**src/rtl/kprt_pkg.sv**
```systemverilog
// Shared widths, event codes, register indexes and control types for the key tracker.
`timescale 1ns / 1ps

package kprt_pkg;

    // Field widths fixed by the channel formats
    localparam int MASK_W    = 12;
    localparam int NOW_W     = 32;
    localparam int ID_W      = 4;
    localparam int KIND_W    = 2;
    localparam int CFG_W     = 16;
    localparam int CFG_IDX_W = 2;

    // Default sizing handed to the top level
    localparam int NUM_BUTTONS_DEF = 12;
    localparam int TIME_BITS_DEF   = 32;

    // Event kinds
    localparam logic [KIND_W-1:0] KIND_NONE    = 2'd0;
    localparam logic [KIND_W-1:0] KIND_PRESS   = 2'd1;
    localparam logic [KIND_W-1:0] KIND_REPEAT  = 2'd2;
    localparam logic [KIND_W-1:0] KIND_RELEASE = 2'd3;

    // Register indexes
    localparam logic [CFG_IDX_W-1:0] CFG_RELEASE_TIMEOUT = 2'd0;
    localparam logic [CFG_IDX_W-1:0] CFG_REPEAT_DELAY    = 2'd1;
    localparam logic [CFG_IDX_W-1:0] CFG_REPEAT_INTERVAL = 2'd2;

    // Register reset values
    localparam logic [CFG_W-1:0] RELEASE_TIMEOUT_RST = 16'd150;
    localparam logic [CFG_W-1:0] REPEAT_DELAY_RST    = 16'd400;
    localparam logic [CFG_W-1:0] REPEAT_INTERVAL_RST = 16'd50;

    // Controller to datapath commands
    typedef struct packed {
        logic load;
        logic scan_step;
        logic emit_step;
    } kprt_cmd_t;

    // Datapath to controller status
    typedef struct packed {
        logic scan_last;
        logic emit_last;
    } kprt_status_t;

endpackage

```
**src/rtl/kprt_ifs.sv**
```systemverilog
// Channel interfaces of the key tracker: poll input, event output, register writes.
`timescale 1ns / 1ps

interface kprt_poll_if;
    logic                       valid;
    logic                       ready;
    logic [kprt_pkg::MASK_W-1:0] pressed_mask;
    logic [kprt_pkg::NOW_W-1:0]  now_ms;

    modport source (output valid, output pressed_mask, output now_ms, input ready);
    modport sink   (input valid, input pressed_mask, input now_ms, output ready);
endinterface

interface kprt_event_if;
    logic                        valid;
    logic                        ready;
    logic [kprt_pkg::ID_W-1:0]   button_id;
    logic [kprt_pkg::KIND_W-1:0] event_kind;
    logic [kprt_pkg::MASK_W-1:0] held_mask;
    logic                        last;

    modport source (output valid, output button_id, output event_kind,
                    output held_mask, output last, input ready);
    modport sink   (input valid, input button_id, input event_kind,
                    input held_mask, input last, output ready);
endinterface

interface kprt_cfg_if;
    logic                           valid;
    logic                           ready;
    logic [kprt_pkg::CFG_IDX_W-1:0] index;
    logic [kprt_pkg::CFG_W-1:0]     data;

    modport source (output valid, output index, output data, input ready);
    modport sink   (input valid, input index, input data, output ready);
endinterface

```
**src/rtl/key_press_repeat_release_tracker.sv**
```systemverilog
// Top level of the key press, repeat and release tracker.
// Usage:
//   poll : one beat per poll, pressed_mask of buttons seen and the now_ms timestamp.
//   evt  : one beat per press, repeat or release event of that poll, in button
//          order, each with the held mask after the whole poll; last marks the
//          final beat. A poll with no events gives one beat of kind none.
//   cfg  : register writes (release timeout, repeat delay, repeat interval),
//          always ready; write only while no poll is in progress.
// Timing:
//   After a poll beat is taken, the scan visits one button per cycle, and the
//   first event beat is offered once the last button is scanned. Event beats
//   then go out one per cycle while evt.ready is high. The next poll can be
//   taken in the cycle after the last event beat, so no new poll is taken
//   before every event beat of the previous one is out. The scan of the
//   button state, one button at a time, sets the poll rate.
// Reset:
//   Registers return to 150, 400 and 50 ms; all buttons are released and all
//   recorded times are zero. poll.ready rises in the first cycle after reset.
// Stall:
//   A held-off event beat stays on evt unchanged and no new poll is taken.
`timescale 1ns / 1ps

module key_press_repeat_release_tracker #(
    parameter int NUM_BUTTONS = kprt_pkg::NUM_BUTTONS_DEF,
    parameter int TIME_BITS   = kprt_pkg::TIME_BITS_DEF
) (
    input logic         clk,
    input logic         rst_n,
    kprt_poll_if.sink   poll,
    kprt_event_if.source evt,
    kprt_cfg_if.sink    cfg
);

    kprt_pkg::kprt_cmd_t    cmd;
    kprt_pkg::kprt_status_t status;

    // Sequence the poll through accept, scan and emit
    kprt_ctrl u_ctrl (
        .clk        (clk),
        .rst_n      (rst_n),
        .poll_valid (poll.valid),
        .poll_ready (poll.ready),
        .evt_valid  (evt.valid),
        .evt_ready  (evt.ready),
        .status     (status),
        .cmd        (cmd)
    );

    // Hold button state and build the events
    kprt_datapath #(
        .NUM_BUTTONS (NUM_BUTTONS),
        .TIME_BITS   (TIME_BITS)
    ) u_datapath (
        .clk          (clk),
        .rst_n        (rst_n),
        .cmd          (cmd),
        .status       (status),
        .pressed_mask (poll.pressed_mask),
        .now_ms       (poll.now_ms),
        .button_id    (evt.button_id),
        .event_kind   (evt.event_kind),
        .held_mask    (evt.held_mask),
        .last         (evt.last),
        .cfg_valid    (cfg.valid),
        .cfg_ready    (cfg.ready),
        .cfg_index    (cfg.index),
        .cfg_data     (cfg.data)
    );

endmodule

```
**src/rtl/kprt_ctrl.sv**
```systemverilog
// Controller state machine: accept a poll, scan the buttons, emit the events.
`timescale 1ns / 1ps

module kprt_ctrl (
    input  logic                   clk,
    input  logic                   rst_n,
    input  logic                   poll_valid,
    output logic                   poll_ready,
    output logic                   evt_valid,
    input  logic                   evt_ready,
    input  kprt_pkg::kprt_status_t status,
    output kprt_pkg::kprt_cmd_t    cmd
);

    typedef enum logic [1:0] {
        ST_IDLE,
        ST_SCAN,
        ST_EMIT
    } state_t;

    state_t state_reg;
    state_t state_next;
    logic   poll_ready_reg;
    logic   evt_valid_reg;

    // Decode commands from the current state and handshakes
    always_comb
    begin
        cmd.load      = poll_valid && poll_ready_reg;
        cmd.scan_step = (state_reg == ST_SCAN);
        cmd.emit_step = evt_valid_reg && evt_ready;
    end

    // Pick the next state
    always_comb
    begin
        state_next = state_reg;
        case (state_reg)
            ST_IDLE:
            begin
                if (cmd.load)
                begin
                    state_next = ST_SCAN;
                end
            end
            ST_SCAN:
            begin
                if (status.scan_last)
                begin
                    state_next = ST_EMIT;
                end
            end
            ST_EMIT:
            begin
                if (cmd.emit_step && status.emit_last)
                begin
                    state_next = ST_IDLE;
                end
            end
            default:
            begin
                state_next = ST_IDLE;
            end
        endcase
    end

    // Hold state and the registered handshake outputs
    always_ff @(posedge clk or negedge rst_n)
    begin
        if (!rst_n)
        begin
            state_reg      <= ST_IDLE;
            poll_ready_reg <= 1'b0;
            evt_valid_reg  <= 1'b0;
        end
        else
        begin
            state_reg      <= state_next;
            poll_ready_reg <= (state_next == ST_IDLE);
            evt_valid_reg  <= (state_next == ST_EMIT);
        end
    end

    assign poll_ready = poll_ready_reg;
    assign evt_valid  = evt_valid_reg;

endmodule

```
**src/rtl/kprt_datapath.sv**
```systemverilog
// Datapath: button state, registers, one-button-per-cycle event scan and event buffer.
`timescale 1ns / 1ps

module kprt_datapath #(
    parameter int NUM_BUTTONS = kprt_pkg::NUM_BUTTONS_DEF,
    parameter int TIME_BITS   = kprt_pkg::TIME_BITS_DEF
) (
    input  logic                            clk,
    input  logic                            rst_n,
    input  kprt_pkg::kprt_cmd_t             cmd,
    output kprt_pkg::kprt_status_t          status,
    input  logic [kprt_pkg::MASK_W-1:0]     pressed_mask,
    input  logic [kprt_pkg::NOW_W-1:0]      now_ms,
    output logic [kprt_pkg::ID_W-1:0]       button_id,
    output logic [kprt_pkg::KIND_W-1:0]     event_kind,
    output logic [kprt_pkg::MASK_W-1:0]     held_mask,
    output logic                            last,
    input  logic                            cfg_valid,
    output logic                            cfg_ready,
    input  logic [kprt_pkg::CFG_IDX_W-1:0]  cfg_index,
    input  logic [kprt_pkg::CFG_W-1:0]      cfg_data
);

    localparam int IDX_W = (NUM_BUTTONS > 1) ? $clog2(NUM_BUTTONS) : 1;
    localparam int CNT_W = $clog2(NUM_BUTTONS + 1);

    // Registers
    logic [kprt_pkg::CFG_W-1:0] release_timeout_reg;
    logic [kprt_pkg::CFG_W-1:0] repeat_delay_reg;
    logic [kprt_pkg::CFG_W-1:0] repeat_interval_reg;

    // Per-button state
    logic [NUM_BUTTONS-1:0] held_reg;
    logic [TIME_BITS-1:0]   seen_time_reg   [NUM_BUTTONS];
    logic [TIME_BITS-1:0]   start_time_reg  [NUM_BUTTONS];
    logic [TIME_BITS-1:0]   repeat_time_reg [NUM_BUTTONS];

    // Poll working state and compacted event buffer
    logic [TIME_BITS-1:0]           now_reg;
    logic [IDX_W-1:0]               scan_idx_reg;
    logic [IDX_W-1:0]               emit_idx_reg;
    logic [CNT_W-1:0]               ev_cnt_reg;
    logic [IDX_W-1:0]               ev_id_reg   [NUM_BUTTONS];
    logic [kprt_pkg::KIND_W-1:0]    ev_kind_reg [NUM_BUTTONS];

    logic [NUM_BUTTONS-1:0]         seen_vec;
    logic [TIME_BITS-1:0]           now_ext;
    logic [TIME_BITS-1:0]           d_start;
    logic [TIME_BITS-1:0]           d_repeat;
    logic [TIME_BITS-1:0]           d_seen;
    logic [kprt_pkg::KIND_W-1:0]    scan_kind;
    logic [IDX_W-1:0]               ev_wr_idx;

    assign seen_vec  = NUM_BUTTONS'(pressed_mask);
    assign now_ext   = TIME_BITS'(now_ms);
    assign ev_wr_idx = ev_cnt_reg[IDX_W-1:0];
    assign cfg_ready = 1'b1;

    // Classify the button under the scan index
    always_comb
    begin
        d_start   = now_reg - start_time_reg[scan_idx_reg];
        d_repeat  = now_reg - repeat_time_reg[scan_idx_reg];
        d_seen    = now_reg - seen_time_reg[scan_idx_reg];
        scan_kind = kprt_pkg::KIND_NONE;
        if (held_reg[scan_idx_reg])
        begin
            if (d_start == '0)
            begin
                scan_kind = kprt_pkg::KIND_PRESS;
            end
            else if ((d_start >= TIME_BITS'(repeat_delay_reg)) &&
                     (d_repeat >= TIME_BITS'(repeat_interval_reg)))
            begin
                scan_kind = kprt_pkg::KIND_REPEAT;
            end
            else if (d_seen > TIME_BITS'(release_timeout_reg))
            begin
                scan_kind = kprt_pkg::KIND_RELEASE;
            end
        end
    end

    // Report scan end and final event to the controller
    always_comb
    begin
        status.scan_last = (scan_idx_reg == IDX_W'(NUM_BUTTONS - 1));
        status.emit_last = (ev_cnt_reg == '0) ||
                           ((CNT_W'(emit_idx_reg) + CNT_W'(1)) == ev_cnt_reg);
    end

    // Take register writes; unknown indexes are dropped
    always_ff @(posedge clk or negedge rst_n)
    begin
        if (!rst_n)
        begin
            release_timeout_reg <= kprt_pkg::RELEASE_TIMEOUT_RST;
            repeat_delay_reg    <= kprt_pkg::REPEAT_DELAY_RST;
            repeat_interval_reg <= kprt_pkg::REPEAT_INTERVAL_RST;
        end
        else if (cfg_valid)
        begin
            case (cfg_index)
                kprt_pkg::CFG_RELEASE_TIMEOUT: release_timeout_reg <= cfg_data;
                kprt_pkg::CFG_REPEAT_DELAY:    repeat_delay_reg    <= cfg_data;
                kprt_pkg::CFG_REPEAT_INTERVAL: repeat_interval_reg <= cfg_data;
                default:                       ;
            endcase
        end
    end

    // Latch the poll into button state, then advance the scan one button a cycle
    always_ff @(posedge clk or negedge rst_n)
    begin
        if (!rst_n)
        begin
            held_reg     <= '0;
            now_reg      <= '0;
            scan_idx_reg <= '0;
            for (int i = 0; i < NUM_BUTTONS; i++)
            begin
                seen_time_reg[i]   <= '0;
                start_time_reg[i]  <= '0;
                repeat_time_reg[i] <= '0;
            end
        end
        else if (cmd.load)
        begin
            now_reg      <= now_ext;
            scan_idx_reg <= '0;
            for (int i = 0; i < NUM_BUTTONS; i++)
            begin
                if (seen_vec[i])
                begin
                    if (!held_reg[i])
                    begin
                        start_time_reg[i] <= now_ext;
                    end
                    held_reg[i]      <= 1'b1;
                    seen_time_reg[i] <= now_ext;
                end
            end
        end
        else if (cmd.scan_step)
        begin
            if (!status.scan_last)
            begin
                scan_idx_reg <= scan_idx_reg + IDX_W'(1);
            end
            if (scan_kind == kprt_pkg::KIND_REPEAT)
            begin
                repeat_time_reg[scan_idx_reg] <= now_reg;
            end
            if (scan_kind == kprt_pkg::KIND_RELEASE)
            begin
                held_reg[scan_idx_reg] <= 1'b0;
            end
        end
    end

    // Count events and walk the emit index
    always_ff @(posedge clk or negedge rst_n)
    begin
        if (!rst_n)
        begin
            ev_cnt_reg   <= '0;
            emit_idx_reg <= '0;
        end
        else if (cmd.load)
        begin
            ev_cnt_reg   <= '0;
            emit_idx_reg <= '0;
        end
        else
        begin
            if (cmd.scan_step && (scan_kind != kprt_pkg::KIND_NONE))
            begin
                ev_cnt_reg <= ev_cnt_reg + CNT_W'(1);
            end
            if (cmd.emit_step && !status.emit_last)
            begin
                emit_idx_reg <= emit_idx_reg + IDX_W'(1);
            end
        end
    end

    // Store each event in arrival order
    always_ff @(posedge clk)
    begin
        if (cmd.scan_step && (scan_kind != kprt_pkg::KIND_NONE))
        begin
            ev_id_reg[ev_wr_idx]   <= scan_idx_reg;
            ev_kind_reg[ev_wr_idx] <= scan_kind;
        end
    end

    // Drive the event beat; an empty poll gives a single none event
    always_comb
    begin
        if (ev_cnt_reg == '0)
        begin
            button_id  = '0;
            event_kind = kprt_pkg::KIND_NONE;
        end
        else
        begin
            button_id  = kprt_pkg::ID_W'(ev_id_reg[emit_idx_reg]);
            event_kind = ev_kind_reg[emit_idx_reg];
        end
        held_mask = kprt_pkg::MASK_W'(held_reg);
        last      = status.emit_last;
    end

endmodule

```
**src/flat_wrapper.sv**
```systemverilog
// flat-port wrapper written by rule: the top's interface ports become plain ports
module key_press_repeat_release_tracker_flat 
#(
    parameter int NUM_BUTTONS = kprt_pkg::NUM_BUTTONS_DEF,
    parameter int TIME_BITS   = kprt_pkg::TIME_BITS_DEF
)
  (clk, rst_n, poll_valid, poll_pressed_mask, poll_now_ms, poll_ready, evt_valid, evt_button_id, evt_event_kind, evt_held_mask, evt_last, evt_ready, cfg_valid, cfg_index, cfg_data, cfg_ready);
  kprt_poll_if poll_i ();
  kprt_event_if evt_i ();
  kprt_cfg_if cfg_i ();
  input logic clk;
  input logic rst_n;
  input wire logic [$bits(poll_i.valid)-1:0] poll_valid;
  input wire logic [$bits(poll_i.pressed_mask)-1:0] poll_pressed_mask;
  input wire logic [$bits(poll_i.now_ms)-1:0] poll_now_ms;
  output wire logic [$bits(poll_i.ready)-1:0] poll_ready;
  output wire logic [$bits(evt_i.valid)-1:0] evt_valid;
  output wire logic [$bits(evt_i.button_id)-1:0] evt_button_id;
  output wire logic [$bits(evt_i.event_kind)-1:0] evt_event_kind;
  output wire logic [$bits(evt_i.held_mask)-1:0] evt_held_mask;
  output wire logic [$bits(evt_i.last)-1:0] evt_last;
  input wire logic [$bits(evt_i.ready)-1:0] evt_ready;
  input wire logic [$bits(cfg_i.valid)-1:0] cfg_valid;
  input wire logic [$bits(cfg_i.index)-1:0] cfg_index;
  input wire logic [$bits(cfg_i.data)-1:0] cfg_data;
  output wire logic [$bits(cfg_i.ready)-1:0] cfg_ready;
  assign poll_i.valid = poll_valid;
  assign poll_i.pressed_mask = poll_pressed_mask;
  assign poll_i.now_ms = poll_now_ms;
  assign poll_ready = poll_i.ready;
  assign evt_valid = evt_i.valid;
  assign evt_button_id = evt_i.button_id;
  assign evt_event_kind = evt_i.event_kind;
  assign evt_held_mask = evt_i.held_mask;
  assign evt_last = evt_i.last;
  assign evt_i.ready = evt_ready;
  assign cfg_i.valid = cfg_valid;
  assign cfg_i.index = cfg_index;
  assign cfg_i.data = cfg_data;
  assign cfg_ready = cfg_i.ready;
  key_press_repeat_release_tracker #(.NUM_BUTTONS(NUM_BUTTONS), .TIME_BITS(TIME_BITS)) u_core (.clk(clk), .rst_n(rst_n), .poll(poll_i), .evt(evt_i), .cfg(cfg_i));
endmodule
```
**config.mk**
```make
export PLATFORM = sky130hd
export DESIGN_NAME = key_press_repeat_release_tracker_flat
export DESIGN_NICKNAME = d
export VERILOG_FILES = /design/src/rtl/kprt_pkg.sv /design/src/rtl/kprt_ifs.sv /design/src/rtl/key_press_repeat_release_tracker.sv /design/src/rtl/kprt_ctrl.sv /design/src/rtl/kprt_datapath.sv /design/src/flat_wrapper.sv
export SDC_FILE = /design/constraint.sdc
export NUM_CORES = 2
export LEC_CHECK = 0
export BUFFER_PORTS_ARGS = -buffer_cell sky130_fd_sc_hd__buf_2
export CAP_MARGIN = 30
export CORE_MARGIN = 5
export CORE_UTILIZATION = 51
export DETAILED_ROUTE_END_ITERATION = 10
export PLACE_DENSITY_LB_ADDON = 0.1
export SKIP_CTS_REPAIR_TIMING = 1
export SLEW_MARGIN = 20
export SYNTH_ARGS = -nofsm -noshare
export SYNTH_HDL_FRONTEND = slang
export SYNTH_SLANG_ARGS = --single-unit
```
**constraint.sdc**
```tcl
create_clock -name clk -period 14.1 [get_ports clk]
set_input_delay 2.82 -clock clk [delete_from_list [all_inputs] [get_ports clk]]
set_output_delay 2.82 -clock clk [all_outputs]
set_load 0.01 [all_outputs]
```
# Word level (Yosys, flattened, before mapping)
# Memory sizes are Yosys's and may differ from the RTL's.
# Index checks and enable logic that the tools add are counted.
# totals
ramBits	72
in_bits	67
ff_bits	1260
word_cells	222
memories	2
out_inout_bits	22
# mem_list
memory	words	word_bits	rd	rd_clocked_by_memory_dff	wr	line	rtl
u_core.u_datapath.ev_id_reg	12	4	1	0	1	kprt_datapath.sv:43	logic [IDX_W-1:0] ev_id_reg [NUM_BUTTONS];
u_core.u_datapath.ev_kind_reg	12	2	1	0	1	kprt_datapath.sv:44	logic [kprt_pkg::KIND_W-1:0] ev_kind_reg [NUM_BUTTONS];
# op_classes
n_lt_le_gt_ge	7
eq_ne	22
n_reduce_logical	61
add_sub_neg	6
n_bitwise	16
muxes	50
# ops
operator	n
$bmux W32 S4	3
$bwmux W384	1
$mux W32	7
$demux W32 S4	1
$sub A32 B32 Y32	3
$reduce_and A3 Y1	25
$ge A32 B16 Y1	2
$mux W12	3
$gt A32 B16 Y1	1
$logic_not A32 Y1	1
$mux W4	8
$reduce_and A2 Y1	16
$ne A2 B2 Y1 const B	12
$mux W1	16
$mux W2	8
$not A1 Y1	13
$add A4 B1 Y4 const B	3
$and A12 B12 Y12	1
$not A12 Y12	1
$eq A2 B2 Y1 const B	5
$reduce_bool A2 Y1	5
$logic_and A1 B1 Y1	8
$logic_not A2 Y1	3
$pmux W2 S3	1
14 further kinds	15

# Logic depth before layout (Yosys ltp)
# logic_depth
depth_word	14
ltp_mapped	32
depth_no_buf	27

# Cells and area by module
# A second synthesis with hierarchy kept.
# hier_totals
cells_unflattened	4834
area_unflattened_um2	67771.2
# modules_own_cells
module	cells_per_inst	instances	seq_area_each_um2	area_per_inst_um2
kprt_datapath	4818	1	33604.7	67584.8
kprt_ctrl	16	1	100.1	186.4

# Worst setup path after synthesis
# Ideal clock, no wire load.
# synth_timing
kind	register -> register
startpoint	reg u_core.u_datapath.scan_idx_reg[0]
endpoint	reg u_core.u_datapath.held_reg[11], in the netlist u_core.u_datapath.held_mask[11]
setup_ns	0.139
path_slack_ns	6.632
required_ns	13.961
arrival_time_ns	7.329
path_buffers	6
stages_incl_launch_ff	29
period_less_slack_ns	7.468
path_cell_list	dfrtp_1 -> buf_2 -> buf_1 -> clkbuf_1 -> buf_1 -> mux4_2 -> mux2i_1 -> o21ai_0 -> ha_1 -> fa_1 -> nand2b_1 -> a21o_1 -> a2111o_1 -> nand3_1 -> xor2_1 -> ha_1 -> a21oi_1 -> o32ai_1 -> or4b_1 -> a211oi_1 -> nand4_1 -> nor4_1 -> nand4_1 -> o32ai_2 -> buf_6 -> or3b_1 -> buf_2 -> o21ai_1 -> nand2_1
# synth_between
elab_chain_len	13
elab_cells_between_ends	37
classes_between	3 x add/sub; 5 x order compare; 1 x eq/ne; 20 x mux; 3 x bitwise; 5 x reduce/logical
# synth_rtl
item	line	rtl
start, declared	kprt_datapath.sv:40	logic [IDX_W-1:0] scan_idx_reg;
start signal, assigned	kprt_datapath.sv:148	scan_idx_reg <= scan_idx_reg + IDX_W'(1);
$not A4 Y5 (not written as such)	kprt_datapath.sv:62, kprt_datapath.sv:63, kprt_datapath.sv:64	
$bmux W32 S4 (on tied branches)	kprt_datapath.sv:64, kprt_datapath.sv:62, kprt_datapath.sv:63	
$mux W32 (on tied branches) (2 in a row)	kprt_datapath.sv:64, kprt_datapath.sv:62, kprt_datapath.sv:63	
$sub A32 B32 Y32 (on tied branches)	kprt_datapath.sv:64, kprt_datapath.sv:62, kprt_datapath.sv:63	
$gt A32 B16 Y1, or another cell as far along	kprt_datapath.sv:77	else if (d_seen > TIME_BITS'(release_timeout_reg))
$mux W2 or $logic_and A1 B1 Y1 (tied branches)	kprt_datapath.sv:77, kprt_datapath.sv:72	
$mux W2	kprt_datapath.sv:72	else if ((d_start >= TIME_BITS'(repeat_delay_reg)) &&
$mux W2	kprt_datapath.sv:68	if (d_start == '0)
$mux W2	kprt_datapath.sv:66	if (held_reg[scan_idx_reg])
$eq A2 B2 Y1	kprt_datapath.sv:154	if (scan_kind == kprt_pkg::KIND_RELEASE)
$reduce_bool A2 Y1 (no source line)	-	
$reduce_and A3 Y1 (no source line)	-	
end signal, assigned	kprt_datapath.sv:117	held_reg <= '0;
end signal, assigned by index	kprt_datapath.sv:139	held_reg[i] <= 1'b1;
end signal, assigned by index	kprt_datapath.sv:156	held_reg[scan_idx_reg] <= 1'b0;
end, declared	kprt_datapath.sv:33	logic [NUM_BUTTONS-1:0] held_reg;
# Several ways; a longest one is shown, not always the timed one. The select of a mux whose other input is x is not followed.
# A chain may end at the register's enable or synchronous reset.

# Final worst setup path
# layout_timing
startpoint	reg u_core.u_datapath.scan_idx_reg[0]
endpoint	mem u_core.u_datapath.ev_id_reg[7][0] in the netlist's numbering, enable pin
# layout_between
elab_chain_len	14
elab_cells_between_ends	28
classes_between	3 x add/sub; 3 x order compare; 17 x mux; 1 x bitwise; 4 x reduce/logical
# layout_rtl
item	line	rtl
$not A4 Y5 (not written as such)	kprt_datapath.sv:62, kprt_datapath.sv:63, kprt_datapath.sv:64	
$bmux W32 S4 (on tied branches)	kprt_datapath.sv:64, kprt_datapath.sv:62, kprt_datapath.sv:63	
$mux W32 (on tied branches) (2 in a row)	kprt_datapath.sv:64, kprt_datapath.sv:62, kprt_datapath.sv:63	
$sub A32 B32 Y32 (on tied branches)	kprt_datapath.sv:64, kprt_datapath.sv:62, kprt_datapath.sv:63	
$gt A32 B16 Y1, or another cell as far along	kprt_datapath.sv:77	
$mux W2 or $logic_and A1 B1 Y1 (tied branches)	kprt_datapath.sv:77, kprt_datapath.sv:72	
$mux W2	kprt_datapath.sv:72	
$mux W2	kprt_datapath.sv:68	
$mux W2 (*)	kprt_datapath.sv:66	
$reduce_bool A2 Y1 (*)	kprt_datapath.sv:190	if (cmd.scan_step && (scan_kind != kprt_pkg::KIND_NONE))
$logic_and A1 B1 Y1 (*)	kprt_datapath.sv:190	
$mux W1 (*)	kprt_datapath.sv:190	
$mux W1 (not written as such) (*)	kprt_datapath.sv:192	ev_id_reg[ev_wr_idx] <= scan_idx_reg;
end, declared	kprt_datapath.sv:43	
# Mark *: on every way between the ends. The rest lies on a longest branch, timed or not. The select of a mux whose other input is x is not followed.

==> summary.txt <==
Outcome
  – Outcome: complete, no violations

STA
  – RSZ-0062 raised after global routing: no
  – Max Clk Rate: 114 MHz
  – Max-slew violations: 0
  – Final setup violation count: 0
  – Worst Setup Slack, final: 5.29 ns
  – Fin. Hold Viols: 0
  – Slew headroom: between 20% and 30%
  – Fin crit share: 62.5%
  – Setup TNS: 0 ns
  – Slew @ Worst Pin: 1.08 ns
  – Skew final: 0.0237 ns
  – Clock period minus worst slack: around 8.8 ns
  – WHS: 0.479 ns

Floorplanning
  – I/O Pins: a little under 90
  – Die area: around 140000 um^2
  – Initial core utilization: 51.4%
  – Core area: roughly 130000 um^2
  – Die width: roughly 370 um
  – Die Ht: 369 um
  – Num rows: 131

Drt
  – DR vias: 40000
  – Remaining DRCs: 0
  – Drt first pass iters: 5
  – Vias per inst: 6.11
  – Routed Antenna Nets: 0
  – WL per Instance: 26.3 um
  – Drt initial violations: 2764
  – Detailed-route wire length: 172000 um

CTS
  – H-tree depth: 4
  – Bufs on Longest Clock Path: 3
  – Clk_lat worst skew: 0.78 ns
  – TritonCTS clock tree: built
  – CTS clk-pin slew, worst paths: ~0.060 ns
  – Root Buffer: clkbuf_16
  – CTS Buf Count: 144
  – Clock tree sinks: 1332

Global route
  – Vias in the first global route: between 40000 and 50000
  – Initial antenna violation count: 2
  – Grt total ovfl: 0
  – Largest net degree at the start of global routing: roughly 170
  – GR Util All Layers: 25.6%
  – Global-route wire length before repair: around 270000 um

Layout
  – Layout fillers: 10400
  – Finished Cell Area: 72800 um^2
  – Area Growth Syn to Fin: 10.8%
  – Share of cells above drive strength 1: 40.1%
  – Final Non-Filler Cells: about 6600
  – Layout Nets: 4991
  – Fin util: 57.0%

Yosys
  – Top-count cell post-synth: dfrtp_1
  – Post-synthesis simple-gate area fraction: 4.44%
  – Xor/xnor share of the synthesized area: 0.999%
  – Synth top area cells: dfrtp_1 48%, mux2_2 20%, mux4_2 11%, edfxtp_1 3.3%, ha_1 2.9%
  – Post-Synth Adder-Cell Area: 2.98%
  – Top cell type's share of synthesized area: 47.6%
  – Post-synthesis mux area share: about 33%
  – Yosys synthesis warning count: 0
  – Net Count, Synth: 5034
  – Syn Std Cell Area: 65700 um^2
  – Ys flop type: dfrtp_1
  – Gate Count Post-Synth: just under 5000
  – Async SR Flop Fraction: 94.6%
  – Area leader, netlist: dfrtp_1
  – Syn_area_per_cell: approximately 14 um^2
  – FF+latch count, synth: 1332
  – Number of synthesized flops with an enable pin: 72
  – Sequential area share after synthesis: 51.3%
  – Synth Area in Compound Gates: 4.97%
  – Largest family of logic cells by synthesized area: multiplexers
  – Netlist cell types: 82
  – Top cells by count, synth: 1250 x dfrtp_1, 1171 x mux2_2, 308 x mux4_2, 255 x nand2_1, 237 x clkbuf_1

Pwr
  – Pwr/cell area: 282 nW/um^2
  – VDD IR max: 0.000261 V
  – Leakage: ~32 nW
  – Pwr Total: between 20 and 25 mW

Worst setup path
  – Maximum fanout along the worst path: 36
  – Slowest cell on crit path: dfrtp_4
  – Worst r2r path cells: 22
  – Setup crit end kind: flip-flop
  – R2R Path End: u_core.u_datapath.ev_id_reg[7][0]
  – CP startpoint kind: flip-flop
  – Critical Path Max Stage Delay: 0.87 ns
  – Critical path required time: approximately 15 ns
  – Worst-path cell chain: buf_4 -> buf_4 -> mux4_2 -> mux2i_1 -> nor2_1 -> a21oi_1 -> ha_1 -> a21o_1 -> a21oi_1 -> a211o_1 -> and2_1 -> xor2_1 -> inv_1 -> ha_1 -> nand4_1 -> o31a_1 -> o211ai_1 -> o32ai_4 -> buf_4 -> a31oi_1 -> nand2_1 -> nor3_1
  – Critical Path AT: 9.21 ns
  – WS Path Type: reg -> reg
  – Critical Path Most Common Cell: buf_4
  – Crit Reg-Reg Startpoint: u_core.u_datapath.scan_idx_reg[0]
  – R2R Setup Slk: 5.29 ns

Placed design
  – Input/output buffers: between 80 and 90
  – Post-DP HPWL: 105000 um
  – Placed inst area: 67700 um^2
  – RePlAce Congestion: a little over 0.9
  – Dpl ws: 5.23 ns
  – Post-Place Cells: approximately 6300

Min path
  – Worst hold path depth: 1
  – Min-delay src: u_core.u_datapath.repeat_time_reg[23]
  – WHS Endpoint: u_core.u_datapath.repeat_time_reg[23]
  – Hold Path Class: reg -> reg

Run
  – Max_cap viols: 0
## worst max-delay path by stage
stage,to,cells past startpoint,from,slack [ns]
floorplan,u_core.u_datapath.held_mask[11],28,u_core.u_datapath.scan_idx_reg[0],6.63
global placement,u_core.u_datapath.ev_id_reg[4][0],22,u_core.u_datapath.scan_idx_reg[0],5.34
detailed placement,u_core.u_datapath.ev_id_reg[7][3],22,u_core.u_datapath.scan_idx_reg[0],5.23
CTS,u_core.u_datapath.ev_kind_reg[7][0],22,u_core.u_datapath.scan_idx_reg[0],5.22
global route,u_core.u_datapath.ev_id_reg[7][1],24,u_core.u_datapath.scan_idx_reg[0],4.56
finish,u_core.u_datapath.ev_id_reg[7][0],22,u_core.u_datapath.scan_idx_reg[0],5.29
## cells by family (layout without fill, tap and decap cells)
family                   Yosys count  in the layout
AO/OA/AOI/OAI                    534            534
XOR/XNOR                          75             75
adder cells (fa/ha/maj)          155            155
buffers and inverters            463            537
flip-flops                      1332           1332
multiplexers                    1607           1607
other                              1              3
AND/OR/NAND/NOR                  645            645
## layout by cell type, fill, tap and decap left out, drive strengths merged, types with 29 or more instances in the layout
cell type and count:
mux2 1188, inv 98, ha 152, nand2 255, nand3 38, a21o 33, o21ai 116, xor2 29
buf 181, nor2 183, mux2i 111, clkinv 29, edfxtp 72, nor3 31, nand4 31, xnor2 46
mux4 308, clkbuf 216, dfrtp 1250, a21oi 215
## worst max-delay path, delay by kind of cell, from the launching register on
kind	cells	cell delay, ns
xor+xnor	1	0.23
flops	1	0.87
simple gates	5	1.38
compound gates	8	2.80
buf+inv	4	1.66
mux	2	0.72
fa+ha+maj	2	0.67
## layout make-up
| cell class | instances | area [um^2] | area share, % |
|---|---|---|---|
| inverter | 91 | 342 | 0.469 |
| antenna | 2 | 5.00 | 0.00687 |
| sequential | 1332 | 33700 | 46.3 |
| multi-input combinational | 3017 | 30400 | 41.7 |
| tap | 1662 | 2080 | 2.86 |
| clock buffer | 214 | 4330 | 5.95 |
| timing repair buffer | 183 | 1370 | 1.87 |
| clock inverter | 49 | 612 | 0.840 |
## per-layer routing
metal	routed length, um	vias up	track usage [%]	share of wire, %
met5	0	-	0	0
met4	2950	0	5.37	1.7
met3	6930	201	3.34	4.0
met2	82800	780	41.7	48
met1	79800	21400	37.2	46
li1	-	17700	-	-
## power by group
group          total [mW]  internal, mW  switching (mW)  leakage (nW)
clock                3.91          2.32            1.58          2.44
combinational        10.3          4.80            5.49          13.0
sequential           6.35          5.42           0.926          16.5
total                20.5          12.5            8.00          31.9
Power figures use the tool's default switching activity.
